==> config.mk <==
export PLATFORM = sky130hd
export DESIGN_NAME = delta_list_task_scheduler_unit
export DESIGN_NICKNAME = d
export VERILOG_FILES = /design/src/sv/dlts_pkg.sv /design/src/sv/delta_list_task_scheduler_unit.sv /design/src/sv/dlts_entry_ram.sv /design/src/sv/dlts_alu.sv /design/src/sv/dlts_seq.sv
export VERILOG_INCLUDE_DIRS = /design/src /design/src/sv
export SDC_FILE = /design/constraint.sdc
export NUM_CORES = 2
export LEC_CHECK = 0
export ABC_AREA = 1
export BUFFER_PORTS_ARGS = -buffer_cell sky130_fd_sc_hd__buf_2
export CORE_MARGIN = 8
export CORE_UTILIZATION = 45
export DETAILED_ROUTE_END_ITERATION = 8
export HOLD_SLACK_MARGIN = 0.1
export PLACE_DENSITY_LB_ADDON = 0.12
export SLEW_MARGIN = 20
export SYNTH_ARGS = -nofsm -noshare
export SYNTH_HDL_FRONTEND = slang
export SYNTH_HIERARCHICAL = 1
export SYNTH_SLANG_ARGS = --single-unit
==> constraint.sdc <==
create_clock -name clk -period 8.1 [get_ports clk]
set_input_delay 0.405 -clock clk [delete_from_list [all_inputs] [get_ports clk]]
set_output_delay 0.405 -clock clk [all_outputs]
set_load 0.005 [all_outputs]
==> src/sv/assert_macros.svh <==
// Assertion macros shared by the timer queue RTL.
// Every macro samples on clk and is disabled while rst_n is low.
`ifndef ASSERT_MACROS_SVH
`define ASSERT_MACROS_SVH

// A property that must hold at every clock edge.
`define DLTS_ASSERT(label, prop, msg) \
    label: assert property (@(posedge clk) disable iff (!rst_n) (prop)) else $error(msg);

// An antecedent that forces a consequent in the following cycle.
`define DLTS_ASSERT_NEXT(label, ante, cons, msg) \
    label: assert property (@(posedge clk) disable iff (!rst_n) (ante) |=> (cons)) \
        else $error(msg);

`endif

==> src/sv/dlts_pkg.sv <==
// Types, constants and codes of the delta-list timer queue.
// Used by every module of the block but the entry RAM; depends on nothing.
package dlts_pkg;

    localparam int MAX_TASKS    = 16;
    localparam int IDX_W        = $clog2(MAX_TASKS);
    localparam int CNT_W        = $clog2(MAX_TASKS + 1);
    localparam int RESULT_LIMIT = 16;
    localparam int NRES_W       = $clog2(RESULT_LIMIT + 1);
    localparam int TIME_W       = 32;
    localparam int HANDLE_W     = 8;
    localparam int SLOT_W       = 4;
    localparam int STEP_W       = 10;
    localparam int STEP_RESET   = 10;
    localparam int S_TDATA_W    = 80;
    localparam int S_TUSER_W    = 2;
    localparam int M_TDATA_W    = 48;
    localparam int M_TUSER_W    = 3;
    localparam int APB_AW       = 3;
    localparam int APB_DW       = 32;
    localparam int CFG_IDX_W    = 1;

    localparam logic [CFG_IDX_W-1:0] REG_TICK_STEP = 1'b0;

    typedef enum logic [1:0] {
        ACT_TICK = 2'd0,
        ACT_ADD  = 2'd1,
        ACT_DEL  = 2'd2,
        ACT_DISP = 2'd3
    } action_t;

    typedef enum logic [1:0] {
        ST_OK     = 2'd0,
        ST_FULL   = 2'd1,
        ST_BADPOS = 2'd2,
        ST_NONE   = 2'd3
    } status_t;

    typedef enum logic [1:0] {
        ALU_SUB     = 2'd0,
        ALU_SUB_SAT = 2'd1,
        ALU_ADD_SAT = 2'd2
    } alu_op_t;

    typedef enum logic [4:0] {
        S_IDLE,
        S_START,
        S_TICK_RD,
        S_INS_START,
        S_WALK,
        S_WALK_FIX,
        S_INS_SHIFT,
        S_INS_MOVE,
        S_INS_WRITE,
        S_DEL_RD,
        S_DEL_SHIFT,
        S_DEL_MOVE,
        S_DEL_END,
        S_DEL_FIX,
        S_DISP_CHK,
        S_DISP_RD,
        S_DISP_EMIT,
        S_DISP_TAKE,
        S_DISP_END,
        S_RESP
    } seq_state_t;

    typedef struct packed {
        logic [HANDLE_W-1:0] handle;
        logic [TIME_W-1:0]   delta;
        logic [TIME_W-1:0]   period;
        logic                due;
    } entry_t;

    typedef struct packed {
        action_t             action;
        logic [HANDLE_W-1:0] handle;
        logic [TIME_W-1:0]   delay;
        logic [TIME_W-1:0]   period;
        logic [SLOT_W-1:0]   slot_index;
    } item_t;

    typedef struct packed {
        status_t             status;
        logic [SLOT_W-1:0]   slot;
        logic [HANDLE_W-1:0] due_handle;
        logic                due_valid;
        logic [TIME_W-1:0]   time_now;
        logic                last;
    } result_t;

    typedef struct packed {
        logic [TIME_W-1:0] res;
        logic              borrow;
    } alu_out_t;

endpackage

==> src/sv/delta_list_task_scheduler_unit.sv <==
// Delta-list timer queue, top level.
// Commands arrive on the s_ stream: s_tuser selects tick, add, delete or
// dispatch, s_tdata carries handle, delay, period and slot index. Each
// command gives one or more results on the m_ stream; m_tlast marks the
// final result of a command. The APB port holds tick_step at address 0.
// One command is worked on at a time and s_tready is low meanwhile. All work
// goes through one entry RAM that reads and writes one entry per cycle and one
// shared 32-bit add/subtract unit. A tick updates the head entry; an add walks
// the list up to its insertion position and shifts the count - position
// entries behind it; a delete shifts the entries behind the removed one. A
// dispatch releases one due head at a time by a delete and, for a periodic
// task, an add, and ends with a final check and result.
// The RAM needs no clearing after reset: reset empties the list, zeroes the
// timestamp and sets tick_step to 10, and the block is ready at once.
// Results pass through an output register, so a new command is taken while a
// result waits; a stalled receiver holds the sequencer at its next result.
`include "assert_macros.svh"

module delta_list_task_scheduler_unit (
    input  logic                              clk,
    input  logic                              rst_n,
    input  logic                              s_tvalid,
    output logic                              s_tready,
    // s_tdata: task_handle[7:0], delay[39:8], period[71:40], slot_index[75:72], zeros
    input  logic [dlts_pkg::S_TDATA_W-1:0]    s_tdata,
    // s_tuser: action[1:0]
    input  logic [dlts_pkg::S_TUSER_W-1:0]    s_tuser,
    output logic                              m_tvalid,
    input  logic                              m_tready,
    // m_tdata: slot[3:0], due_handle[11:4], time_now[43:12], zeros
    output logic [dlts_pkg::M_TDATA_W-1:0]    m_tdata,
    // m_tuser: status[1:0], due_valid[2]
    output logic [dlts_pkg::M_TUSER_W-1:0]    m_tuser,
    output logic                              m_tlast,
    input  logic                              psel,
    input  logic                              penable,
    input  logic                              pwrite,
    input  logic [dlts_pkg::APB_AW-1:0]       paddr,
    input  logic [dlts_pkg::APB_DW-1:0]       pwdata,
    output logic [dlts_pkg::APB_DW-1:0]       prdata,
    output logic                              pready
);
    import dlts_pkg::*;

    logic [STEP_W-1:0]    step_reg;
    logic [CFG_IDX_W-1:0] cfg_index;
    logic                 cfg_write;

    item_t                in_item;
    logic                 seq_valid;
    logic                 out_free;
    result_t              seq_result;

    logic                 out_valid_reg;
    result_t              out_reg;

    assign pready    = 1'b1;
    assign cfg_index = paddr[APB_AW-1:2];
    assign cfg_write = psel && penable && pwrite && pready;
    assign prdata    = (psel && (cfg_index == REG_TICK_STEP)) ? APB_DW'(step_reg) : '0;

    always_ff @(posedge clk or negedge rst_n)
    begin
        if (!rst_n)
        begin
            step_reg <= STEP_W'(STEP_RESET);
        end
        else if (cfg_write && (cfg_index == REG_TICK_STEP))
        begin
            step_reg <= pwdata[STEP_W-1:0];
        end
    end

    assign in_item.action     = action_t'(s_tuser);
    assign in_item.handle     = s_tdata[7:0];
    assign in_item.delay      = s_tdata[39:8];
    assign in_item.period     = s_tdata[71:40];
    assign in_item.slot_index = s_tdata[75:72];

    dlts_seq u_seq (
        .clk        (clk),
        .rst_n      (rst_n),
        .in_valid   (s_tvalid),
        .in_ready   (s_tready),
        .in_item    (in_item),
        .step       (step_reg),
        .out_valid  (seq_valid),
        .out_free   (out_free),
        .out_result (seq_result)
    );

    // The output register takes a new result in the same cycle as the old one transfers.
    assign out_free = !out_valid_reg || m_tready;

    always_ff @(posedge clk or negedge rst_n)
    begin
        if (!rst_n)
        begin
            out_valid_reg <= 1'b0;
        end
        else if (out_free)
        begin
            out_valid_reg <= seq_valid;
        end
    end

    always_ff @(posedge clk)
    begin
        if (out_free && seq_valid)
        begin
            out_reg <= seq_result;
        end
    end

    assign m_tvalid = out_valid_reg;
    assign m_tdata  = {(M_TDATA_W - SLOT_W - HANDLE_W - TIME_W)'(0),
                       out_reg.time_now, out_reg.due_handle, out_reg.slot};
    assign m_tuser  = {out_reg.due_valid, out_reg.status};
    assign m_tlast  = out_reg.last;

    `DLTS_ASSERT_NEXT(a_busy_after_accept, s_tvalid && s_tready, !s_tready,
        "sequencer took a command while one was in flight")
    `DLTS_ASSERT_NEXT(a_step_written,
        cfg_write && (cfg_index == REG_TICK_STEP),
        step_reg == $past(pwdata[STEP_W-1:0]),
        "tick_step did not take the written value")
    `DLTS_ASSERT(a_none_is_final,
        !(m_tvalid && (m_tuser[1:0] == ST_NONE)) || (m_tlast && !m_tuser[2]),
        "nothing-due result must be the single, final result without a handle")

endmodule

==> src/sv/dlts_entry_ram.sv <==
// Generic single-write, single-read RAM with a registered read port.
// Holds the timer list entries; depends on nothing.
module dlts_entry_ram #(
    parameter  int DEPTH = 16,
    parameter  int WIDTH = 73,
    localparam int AW    = $clog2(DEPTH)
) (
    input  logic             clk,
    input  logic             wr_en,
    input  logic [AW-1:0]    wr_addr,
    input  logic [WIDTH-1:0] wr_data,
    input  logic             rd_en,
    input  logic [AW-1:0]    rd_addr,
    output logic [WIDTH-1:0] rd_data
);

    logic [WIDTH-1:0] mem_reg [DEPTH];
    logic [WIDTH-1:0] rd_data_reg;

    always_ff @(posedge clk)
    begin
        if (wr_en)
        begin
            mem_reg[wr_addr] <= wr_data;
        end
    end

    // Read data holds until the next read, so later states may still use it.
    always_ff @(posedge clk)
    begin
        if (rd_en)
        begin
            rd_data_reg <= mem_reg[rd_addr];
        end
    end

    assign rd_data = rd_data_reg;

endmodule

==> src/sv/dlts_alu.sv <==
// Shared 32-bit add/subtract unit with saturating variants.
// Depends on dlts_pkg for the operation codes and result struct.
module dlts_alu (
    input  dlts_pkg::alu_op_t            op,
    input  logic [dlts_pkg::TIME_W-1:0]  a,
    input  logic [dlts_pkg::TIME_W-1:0]  b,
    output dlts_pkg::alu_out_t           y
);
    import dlts_pkg::*;

    logic              sub;
    logic [TIME_W:0]   sum;

    assign sub = (op != ALU_ADD_SAT);
    assign sum = {1'b0, a} + {1'b0, (sub ? ~b : b)} + {{TIME_W{1'b0}}, sub};

    // For a subtraction a missing carry out means b was larger than a.
    always_comb
    begin
        y.borrow = sub & ~sum[TIME_W];
        unique case (op)
            ALU_SUB:     y.res = sum[TIME_W-1:0];
            ALU_SUB_SAT: y.res = sum[TIME_W] ? sum[TIME_W-1:0] : '0;
            ALU_ADD_SAT: y.res = sum[TIME_W] ? '1 : sum[TIME_W-1:0];
            default:     y.res = sum[TIME_W-1:0];
        endcase
    end

endmodule

==> src/sv/dlts_seq.sv <==
// Sequencer of the timer queue: walks, shifts and patches the entry RAM
// through the shared ALU. Depends on dlts_pkg, dlts_entry_ram and dlts_alu.
module dlts_seq (
    input  logic                          clk,
    input  logic                          rst_n,
    input  logic                          in_valid,
    output logic                          in_ready,
    input  dlts_pkg::item_t               in_item,
    input  logic [dlts_pkg::STEP_W-1:0]   step,
    output logic                          out_valid,
    input  logic                          out_free,
    output dlts_pkg::result_t             out_result
);
    import dlts_pkg::*;

    localparam int CMP_W = (CNT_W > SLOT_W) ? CNT_W : SLOT_W;

    seq_state_t          state_reg, state_next;
    item_t               item_reg, item_next;
    logic [CNT_W-1:0]    count_reg, count_next;
    logic [TIME_W-1:0]   tick_time_reg, tick_time_next;
    logic [CNT_W-1:0]    pos_reg, pos_next;
    logic [CNT_W-1:0]    ptr_reg, ptr_next;
    logic [TIME_W-1:0]   rem_reg, rem_next;
    logic [TIME_W-1:0]   dsave_reg, dsave_next;
    logic [NRES_W-1:0]   nres_reg, nres_next;
    logic                disp_reg, disp_next;
    result_t             res_reg, res_next;

    logic                ram_wr_en;
    logic [IDX_W-1:0]    ram_wr_addr;
    entry_t              ram_wr_data;
    logic                ram_rd_en;
    logic [IDX_W-1:0]    ram_rd_addr;
    entry_t              rd_entry;

    alu_op_t             alu_op;
    logic [TIME_W-1:0]   alu_a;
    logic [TIME_W-1:0]   alu_b;
    alu_out_t            alu_y;

    logic [CNT_W:0]      pos_w, ptr_w, cnt_w, pos_p1, ptr_p1, ptr_p2;
    logic [CNT_W-1:0]    ptr_m1, ptr_m2, cnt_m1;
    logic [CMP_W-1:0]    sidx_ext, cnt_ext;
    logic                head_due;
    logic                list_full;
    seq_state_t          del_finish;

    dlts_entry_ram #(
        .DEPTH (MAX_TASKS),
        .WIDTH ($bits(entry_t))
    ) u_ram (
        .clk     (clk),
        .wr_en   (ram_wr_en),
        .wr_addr (ram_wr_addr),
        .wr_data (ram_wr_data),
        .rd_en   (ram_rd_en),
        .rd_addr (ram_rd_addr),
        .rd_data (rd_entry)
    );

    dlts_alu u_alu (
        .op (alu_op),
        .a  (alu_a),
        .b  (alu_b),
        .y  (alu_y)
    );

    assign pos_w    = {1'b0, pos_reg};
    assign ptr_w    = {1'b0, ptr_reg};
    assign cnt_w    = {1'b0, count_reg};
    assign pos_p1   = pos_w + (CNT_W+1)'(1);
    assign ptr_p1   = ptr_w + (CNT_W+1)'(1);
    assign ptr_p2   = ptr_w + (CNT_W+1)'(2);
    assign ptr_m1   = ptr_reg - CNT_W'(1);
    assign ptr_m2   = ptr_reg - CNT_W'(2);
    assign cnt_m1   = count_reg - CNT_W'(1);
    assign sidx_ext = CMP_W'(item_reg.slot_index);
    assign cnt_ext  = CMP_W'(count_reg);
    assign head_due  = rd_entry.due || (rd_entry.delta == '0);
    assign list_full = (count_reg >= CNT_W'(MAX_TASKS));

    // After removal: response, or in a dispatch the loop, re-adding a periodic task first.
    always_comb
    begin
        if (disp_reg)
        begin
            del_finish = (item_reg.period != '0) ? S_INS_START : S_DISP_CHK;
        end
        else
        begin
            del_finish = S_RESP;
        end
    end

    // Next state.
    always_comb
    begin
        state_next = state_reg;
        unique case (state_reg)
            S_IDLE:
                if (in_valid)
                begin
                    state_next = S_START;
                end
            S_START:
                unique case (item_reg.action)
                    ACT_TICK: state_next = (count_reg != '0) ? S_TICK_RD : S_RESP;
                    ACT_ADD:  state_next = list_full ? S_RESP : S_INS_START;
                    ACT_DEL:  state_next = (sidx_ext >= cnt_ext) ? S_RESP : S_DEL_RD;
                    ACT_DISP: state_next = S_DISP_CHK;
                endcase
            S_TICK_RD:
                state_next = S_RESP;
            S_INS_START:
                state_next = (count_reg == '0) ? S_INS_WRITE : S_WALK;
            S_WALK:
                if (alu_y.borrow)
                begin
                    state_next = S_WALK_FIX;
                end
                else if (pos_p1 == cnt_w)
                begin
                    state_next = S_INS_SHIFT;
                end
            S_WALK_FIX:
                state_next = S_INS_SHIFT;
            S_INS_SHIFT:
                state_next = (ptr_reg > pos_reg) ? S_INS_MOVE : S_INS_WRITE;
            S_INS_MOVE:
                if (!(ptr_m1 > pos_reg))
                begin
                    state_next = S_INS_WRITE;
                end
            S_INS_WRITE:
                state_next = disp_reg ? S_DISP_CHK : S_RESP;
            S_DEL_RD:
                state_next = S_DEL_SHIFT;
            S_DEL_SHIFT:
                state_next = (ptr_p1 < cnt_w) ? S_DEL_MOVE : S_DEL_END;
            S_DEL_MOVE:
                if (!(ptr_p2 < cnt_w))
                begin
                    state_next = S_DEL_END;
                end
            S_DEL_END:
                state_next = (pos_reg < cnt_m1) ? S_DEL_FIX : del_finish;
            S_DEL_FIX:
                state_next = del_finish;
            S_DISP_CHK:
                if ((count_reg != '0) && (nres_reg < NRES_W'(RESULT_LIMIT)))
                begin
                    state_next = S_DISP_RD;
                end
                else
                begin
                    state_next = S_DISP_END;
                end
            S_DISP_RD:
                if (!head_due)
                begin
                    state_next = S_DISP_END;
                end
                else if (nres_reg == '0)
                begin
                    state_next = S_DISP_TAKE;
                end
                else
                begin
                    state_next = S_DISP_EMIT;
                end
            S_DISP_EMIT:
                if (out_free)
                begin
                    state_next = S_DISP_TAKE;
                end
            S_DISP_TAKE:
                state_next = S_DEL_SHIFT;
            S_DISP_END:
                state_next = S_RESP;
            S_RESP:
                if (out_free)
                begin
                    state_next = S_IDLE;
                end
            default:
                state_next = S_IDLE;
        endcase
    end

    // RAM, ALU and handshake controls.
    always_comb
    begin
        ram_wr_en   = 1'b0;
        ram_wr_addr = pos_reg[IDX_W-1:0];
        ram_wr_data = rd_entry;
        ram_rd_en   = 1'b0;
        ram_rd_addr = '0;
        alu_op      = ALU_SUB;
        alu_a       = rem_reg;
        alu_b       = rd_entry.delta;
        in_ready    = (state_reg == S_IDLE);
        out_valid   = (state_reg == S_RESP) || (state_reg == S_DISP_EMIT);
        out_result  = res_reg;
        out_result.time_now = tick_time_reg;
        unique case (state_reg)
            S_START:
                if ((item_reg.action == ACT_TICK) && (count_reg != '0))
                begin
                    ram_rd_en = 1'b1;
                end
                else if ((item_reg.action == ACT_DEL) && (sidx_ext < cnt_ext))
                begin
                    ram_rd_en   = 1'b1;
                    ram_rd_addr = IDX_W'(item_reg.slot_index);
                end
            S_TICK_RD:
            begin
                alu_op      = ALU_SUB_SAT;
                alu_a       = rd_entry.delta;
                alu_b       = TIME_W'(step);
                ram_wr_en   = 1'b1;
                ram_wr_addr = '0;
                ram_wr_data.delta = alu_y.res;
                ram_wr_data.due   = rd_entry.due || (alu_y.res == '0);
            end
            S_INS_START:
                ram_rd_en = (count_reg != '0);
            S_WALK:
                if (!alu_y.borrow && (pos_p1 != cnt_w))
                begin
                    ram_rd_en   = 1'b1;
                    ram_rd_addr = pos_p1[IDX_W-1:0];
                end
            S_WALK_FIX:
            begin
                alu_a       = rd_entry.delta;
                alu_b       = rem_reg;
                ram_wr_en   = 1'b1;
                ram_wr_data.delta = alu_y.res;
            end
            S_INS_SHIFT:
                if (ptr_reg > pos_reg)
                begin
                    ram_rd_en   = 1'b1;
                    ram_rd_addr = ptr_m1[IDX_W-1:0];
                end
            S_INS_MOVE:
            begin
                ram_wr_en   = 1'b1;
                ram_wr_addr = ptr_reg[IDX_W-1:0];
                if (ptr_m1 > pos_reg)
                begin
                    ram_rd_en   = 1'b1;
                    ram_rd_addr = ptr_m2[IDX_W-1:0];
                end
            end
            S_INS_WRITE:
            begin
                ram_wr_en          = 1'b1;
                ram_wr_data.handle = item_reg.handle;
                ram_wr_data.delta  = rem_reg;
                ram_wr_data.period = item_reg.period;
                ram_wr_data.due    = 1'b0;
            end
            S_DEL_SHIFT:
                if (ptr_p1 < cnt_w)
                begin
                    ram_rd_en   = 1'b1;
                    ram_rd_addr = ptr_p1[IDX_W-1:0];
                end
            S_DEL_MOVE:
            begin
                ram_wr_en   = 1'b1;
                ram_wr_addr = ptr_reg[IDX_W-1:0];
                if (ptr_p2 < cnt_w)
                begin
                    ram_rd_en   = 1'b1;
                    ram_rd_addr = ptr_p2[IDX_W-1:0];
                end
            end
            S_DEL_END:
                if (pos_reg < cnt_m1)
                begin
                    ram_rd_en   = 1'b1;
                    ram_rd_addr = pos_reg[IDX_W-1:0];
                end
            S_DEL_FIX:
            begin
                alu_op      = ALU_ADD_SAT;
                alu_a       = rd_entry.delta;
                alu_b       = dsave_reg;
                ram_wr_en   = 1'b1;
                ram_wr_data.delta = alu_y.res;
            end
            S_DISP_CHK:
                ram_rd_en = (count_reg != '0) && (nres_reg < NRES_W'(RESULT_LIMIT));
            default:
            begin
            end
        endcase
    end

    // Datapath next values.
    always_comb
    begin
        item_next      = item_reg;
        count_next     = count_reg;
        tick_time_next = tick_time_reg;
        pos_next       = pos_reg;
        ptr_next       = ptr_reg;
        rem_next       = rem_reg;
        dsave_next     = dsave_reg;
        nres_next      = nres_reg;
        disp_next      = disp_reg;
        res_next       = res_reg;
        unique case (state_reg)
            S_IDLE:
                if (in_valid)
                begin
                    item_next = in_item;
                    disp_next = (in_item.action == ACT_DISP);
                    nres_next = '0;
                    if (in_item.action == ACT_TICK)
                    begin
                        tick_time_next = tick_time_reg + TIME_W'(1);
                    end
                    res_next = '{status: ST_OK, slot: '0, due_handle: '0, due_valid: 1'b0,
                                 time_now: '0, last: 1'b1};
                end
            S_START:
                unique case (item_reg.action)
                    ACT_ADD:
                        if (list_full)
                        begin
                            res_next.status = ST_FULL;
                        end
                    ACT_DEL:
                        if (sidx_ext >= cnt_ext)
                        begin
                            res_next.status = ST_BADPOS;
                        end
                        else
                        begin
                            pos_next = CNT_W'(item_reg.slot_index);
                        end
                    default:
                    begin
                    end
                endcase
            S_INS_START:
            begin
                rem_next = item_reg.delay;
                pos_next = '0;
                ptr_next = count_reg;
            end
            S_WALK:
                if (!alu_y.borrow)
                begin
                    rem_next = alu_y.res;
                    pos_next = pos_p1[CNT_W-1:0];
                end
            S_INS_MOVE:
                ptr_next = ptr_m1;
            S_INS_WRITE:
            begin
                count_next = count_reg + CNT_W'(1);
                if (!disp_reg)
                begin
                    res_next.slot = SLOT_W'(pos_reg);
                end
            end
            S_DEL_RD:
            begin
                dsave_next = rd_entry.delta;
                ptr_next   = pos_reg;
            end
            S_DEL_MOVE:
                ptr_next = ptr_p1[CNT_W-1:0];
            S_DEL_END:
                count_next = cnt_m1;
            S_DISP_RD:
                res_next = '{status: ST_OK, slot: '0, due_handle: item_reg.handle,
                             due_valid: 1'b1, time_now: '0, last: 1'b0};
            S_DISP_TAKE:
            begin
                item_next.handle = rd_entry.handle;
                item_next.period = rd_entry.period;
                item_next.delay  = rd_entry.period;
                dsave_next       = rd_entry.delta;
                pos_next         = '0;
                ptr_next         = '0;
                nres_next        = nres_reg + NRES_W'(1);
            end
            S_DISP_END:
                if (nres_reg == '0)
                begin
                    res_next = '{status: ST_NONE, slot: '0, due_handle: '0, due_valid: 1'b0,
                                 time_now: '0, last: 1'b1};
                end
                else
                begin
                    // The last released handle was held back until the loop ended.
                    res_next = '{status: ST_OK, slot: '0, due_handle: item_reg.handle,
                                 due_valid: 1'b1, time_now: '0, last: 1'b1};
                end
            default:
            begin
            end
        endcase
    end

    always_ff @(posedge clk or negedge rst_n)
    begin
        if (!rst_n)
        begin
            state_reg     <= S_IDLE;
            count_reg     <= '0;
            tick_time_reg <= '0;
            nres_reg      <= '0;
            disp_reg      <= 1'b0;
        end
        else
        begin
            state_reg     <= state_next;
            count_reg     <= count_next;
            tick_time_reg <= tick_time_next;
            nres_reg      <= nres_next;
            disp_reg      <= disp_next;
        end
    end

    always_ff @(posedge clk)
    begin
        item_reg  <= item_next;
        pos_reg   <= pos_next;
        ptr_reg   <= ptr_next;
        rem_reg   <= rem_next;
        dsave_reg <= dsave_next;
        res_reg   <= res_next;
    end

endmodule

==> flow_summary_export.csv <==
group,metric,value,unit
status,status,"complete, no violations",
floorplan,die_w,414,µm
drt,drc_errors,0,
power,power.share.switching,40.9,%
yosys,async_reset_ff_share,3.89,%
critical_path,cp_max_fo,233,
yosys,synth_area,71100,µm²
floorplan,dieArea,171000,µm²
floorplan,io_pins,211,
clocking,clockBufferDepth,3,
timing,grt_setup_unrepaired,"false",
timing,hold_ws,168,ps
worst_hold_path,hold_path_end,"u_seq/item_reg[14]$_DFFE_PP_",
clocking,htreeDepth,4,
power,seqPwrFrac,37.1,%
floorplan,initial_utilization,45.1,%
global_route,grt_pass1_vias,47638,
clocking,clock-sinks,1516,
place,hpwl,115,mm
critical_path,crit_required,8630,ps
yosys,yosysUniqueCellTypes,50,
drt,ant_nets,0,
critical_path,critPathMaxStageDelay,770,ps
floorplan,core-area,158000,µm²
critical_path,slowest_stage,"inv_1",
timing,worst_pin_slew,1150,ps
place,place_inst,9308,
cells_and_area,final_util,50.9,%
timing,max-slew-margin-rel,23.6,%
clocking,clk_pin_slew,60,ps
timing,hold_viol_final,0,
critical_path,crit_top_cell,"nand2_1",
yosys,syn-mean-instance-area,9.78,µm²
timing,finalCritPeriodShare,82.7,%
power,intPower,19.7,mW
drt,wl,201,mm
yosys,yosys_register_bits,1516,
critical_path,crit_path_end_kind,"flip-flop",
global_route,antenna_found_initial,12,
drt,top_layer,"met5",
timing,fmax,0.149,GHz
yosys,syn_inst,7276,
cells_and_area,largest_register_ffs,1168,
yosys,synth.top_cell.area_share,61.5,%
timing,setup-tns-final,0,ps
drt,first_pass_iters,6,
drt,routedWlPerCell,20.8,µm
drt,met3_length,15.5,mm
drt,vias_per_cell,5.17,
power,power.density,415,nW/µm²
clocking,cts_buffers,164,
cells_and_area,area_growth,12.9,%
power,comb_power_share,41.1,%
clocking,worst_skew_pair.late_latency,810,ps
yosys,synth_edf_count,1457,
critical_path,reg2reg_to,"u_seq/u_ram/rd_data[51]$_DFFE_PP_",
yosys,ys_seq_area_share,63.6,%
power,leakage,34.4,nW
cells_and_area,final_cells,9699,
yosys,synth-warning-count,6,
worst_hold_path,hold_path_depth,3,
place,gp_congestion,0.911,
critical_path,ff2ff_setup_slack,1400,ps
critical_path,r2r_cells,30,
critical_path,crit_type,"flip-flop to flip-flop",
critical_path,cp-start-kind,"flip-flop",
critical_path,crit_arrival,7230,ps
global_route,grtUsageTotal,23.2,%
drt,drt_iter0_drc,4656,
floorplan,core.rowCount,146,
yosys,synth_flop_cell,"edfxtp_1",
clocking,cts_tree,"done",
drt,drt-met1-wl,88.7,mm
power,p_switching,13.6,mW
timing,fin_worst_skew,40.2,ps
yosys,synthTopCellsByArea,"edfxtp_1 62%, nand2_1 12%, nand3_1 6.9%, inv_1 6.4%, dfrtp_1 2.0%",
drt,vias,50179,
yosys,synth_top_cell_by_area,"edfxtp_1",
cells_and_area,fin_nets,7699,
timing,min_period,6700,ps
worst_hold_path,hold_class,"input port to flip-flop",
worst_hold_path,holdCritStartpoint,"s_tdata[50]",
flow_run,cap_violations,0,
global_route,grt_max_degree,234,
timing,finalSetupViolCount,0,
critical_path,r2r-start,"u_seq/state_reg[1]$_DFFE_PN0P_",
power,clock_power_share,21.8,%
power,max-vdd-ir-drop,0.295,mV
cells_and_area,drive_gt1_share,8.17,%
global_route,grt_remaining_overflow,0,
power,finalPower,33.3,mW
cells_and_area,nFillCells,14213,
timing,final_max_slew_viol_count,0,
floorplan,die_h,414,µm
drt,wl_met2,92.0,mm
place,numPortBuffers,155,
global_route,grt_pass1_wl,300,mm
clocking,root_buffer,"clkbuf_16",
## power groups by stage
stage,clock [mW],combinational (mW),sequential [mW]
6_report,7.27,13.7,12.3
5_1_grt,7.72,15.3,12.5
4_1_cts,7.42,13.6,12.4
3_5_place_dp,0,13.5,12.5
3_3_place_gp,0,13.3,12.5
2_1_floorplan,0,9.19,12.3
## worst max-delay path, delay by kind of cell, from the launching register on
family,cells,cell delay (ps)
and+or+nand+nor,21,2880
AOI/OAI and AO/OA,1,330
buffers and inverters,7,2260
DFF,1,390
adders and majority gates,1,400
## kinds of logic (layout without fill, tap and decap cells)
kind of cell               Yosys count  in the layout  share of synthesized area, %
muxes                                4              4                        0.0633
other                                2             29                        0.0106
and+or+nand+nor                   3652           3652                          21.5
AOI/OAI and AO/OA                  346            346                          2.88
adders and majority gates           81             81                          1.44
DFF                               1516           1516                          63.6
xor gates and xnor gates            90             90                          1.11
buffers and inverters             1585           1909                          9.43
## timing repair
item	4_1_cts	5_1_grt
endpoints found under the hold margin	138	0
hold buffers	91	0
resized for setup	0	0
setup buffers	0	0
## stage by stage
step                      area [µm²]  setup WS (ps)
final                          80300           1400
after floorplan                71200           1930
after detailed placement       74100           1400
after global routing           80300            854
after global placement         74000           1420
after CTS                      80200           1370
## synthesized netlist by cell type, types with 54 or more instances
master    number
nand3_1      978
o21ai_0      157
inv_1       1214
edfxtp_1    1457
clkbuf_1      54
dfrtp_1       57
buf_2        160
ha_1          80
buf_4         79
nand2_1     2357
nor2_1       204
## placed cells by master, fill, tap and decap left out, types with 45 or more instances in the layout
cell type      instances
clkbuf_16            165
dfrtp_1               57
inv_1               1212
xor2_1                45
nor2_1               187
o21ai_0              156
xnor2_1               45
ha_1                  79
nand2_1             2354
nand3_1              976
dlygate4sd3_1         91
buf_4                108
edfxtp_1            1457
buf_2                154
## layout make-up
type | count | area, µm² | area share (%)
sequential | 1516 | 45200 | 56.3
timing repair buffer | 376 | 2940 | 3.66
inverter | 1236 | 4680 | 5.83
multi-input combinational | 4200 | 19600 | 24.5
clock inverter | 95 | 930 | 1.16
clock buffer | 202 | 4290 | 5.34
antenna | 2 | 5.00 | 0.00623
tap | 2072 | 2590 | 3.23
## how the worst max path moves through the flow
| stage | from | end |
|---|---|---|
| finish | u_seq/state_reg[1]$_DFFE_PN0P_ | u_seq/u_ram/rd_data[51]$_DFFE_PP_ |
| detailed placement | u_seq/state_reg[1]$_DFFE_PN0P_ | u_seq/u_ram/rd_data[51]$_DFFE_PP_ |
| CTS | u_seq/state_reg[1]$_DFFE_PN0P_ | u_seq/u_ram/rd_data[51]$_DFFE_PP_ |
| global route | u_seq/state_reg[1]$_DFFE_PN0P_ | u_seq/u_ram/rd_data[46]$_DFFE_PP_ |
| floorplan | u_seq/state_reg[2]$_DFFE_PN0P_ | u_seq/u_ram/rd_data[0]$_DFFE_PP_ |
| global placement | u_seq/state_reg[1]$_DFFE_PN0P_ | u_seq/u_ram/rd_data[51]$_DFFE_PP_ |
## metal layers
layer | GRT usage [%] | vias to the layer above
li1 | - | 24048
met1 | 32.4 | 24128
met2 | 36.8 | 1699
met3 | 4.77 | 300
met4 | 6.77 | 4
met5 | 0 | -
Note: power is estimated with default switching activity, not from simulation.
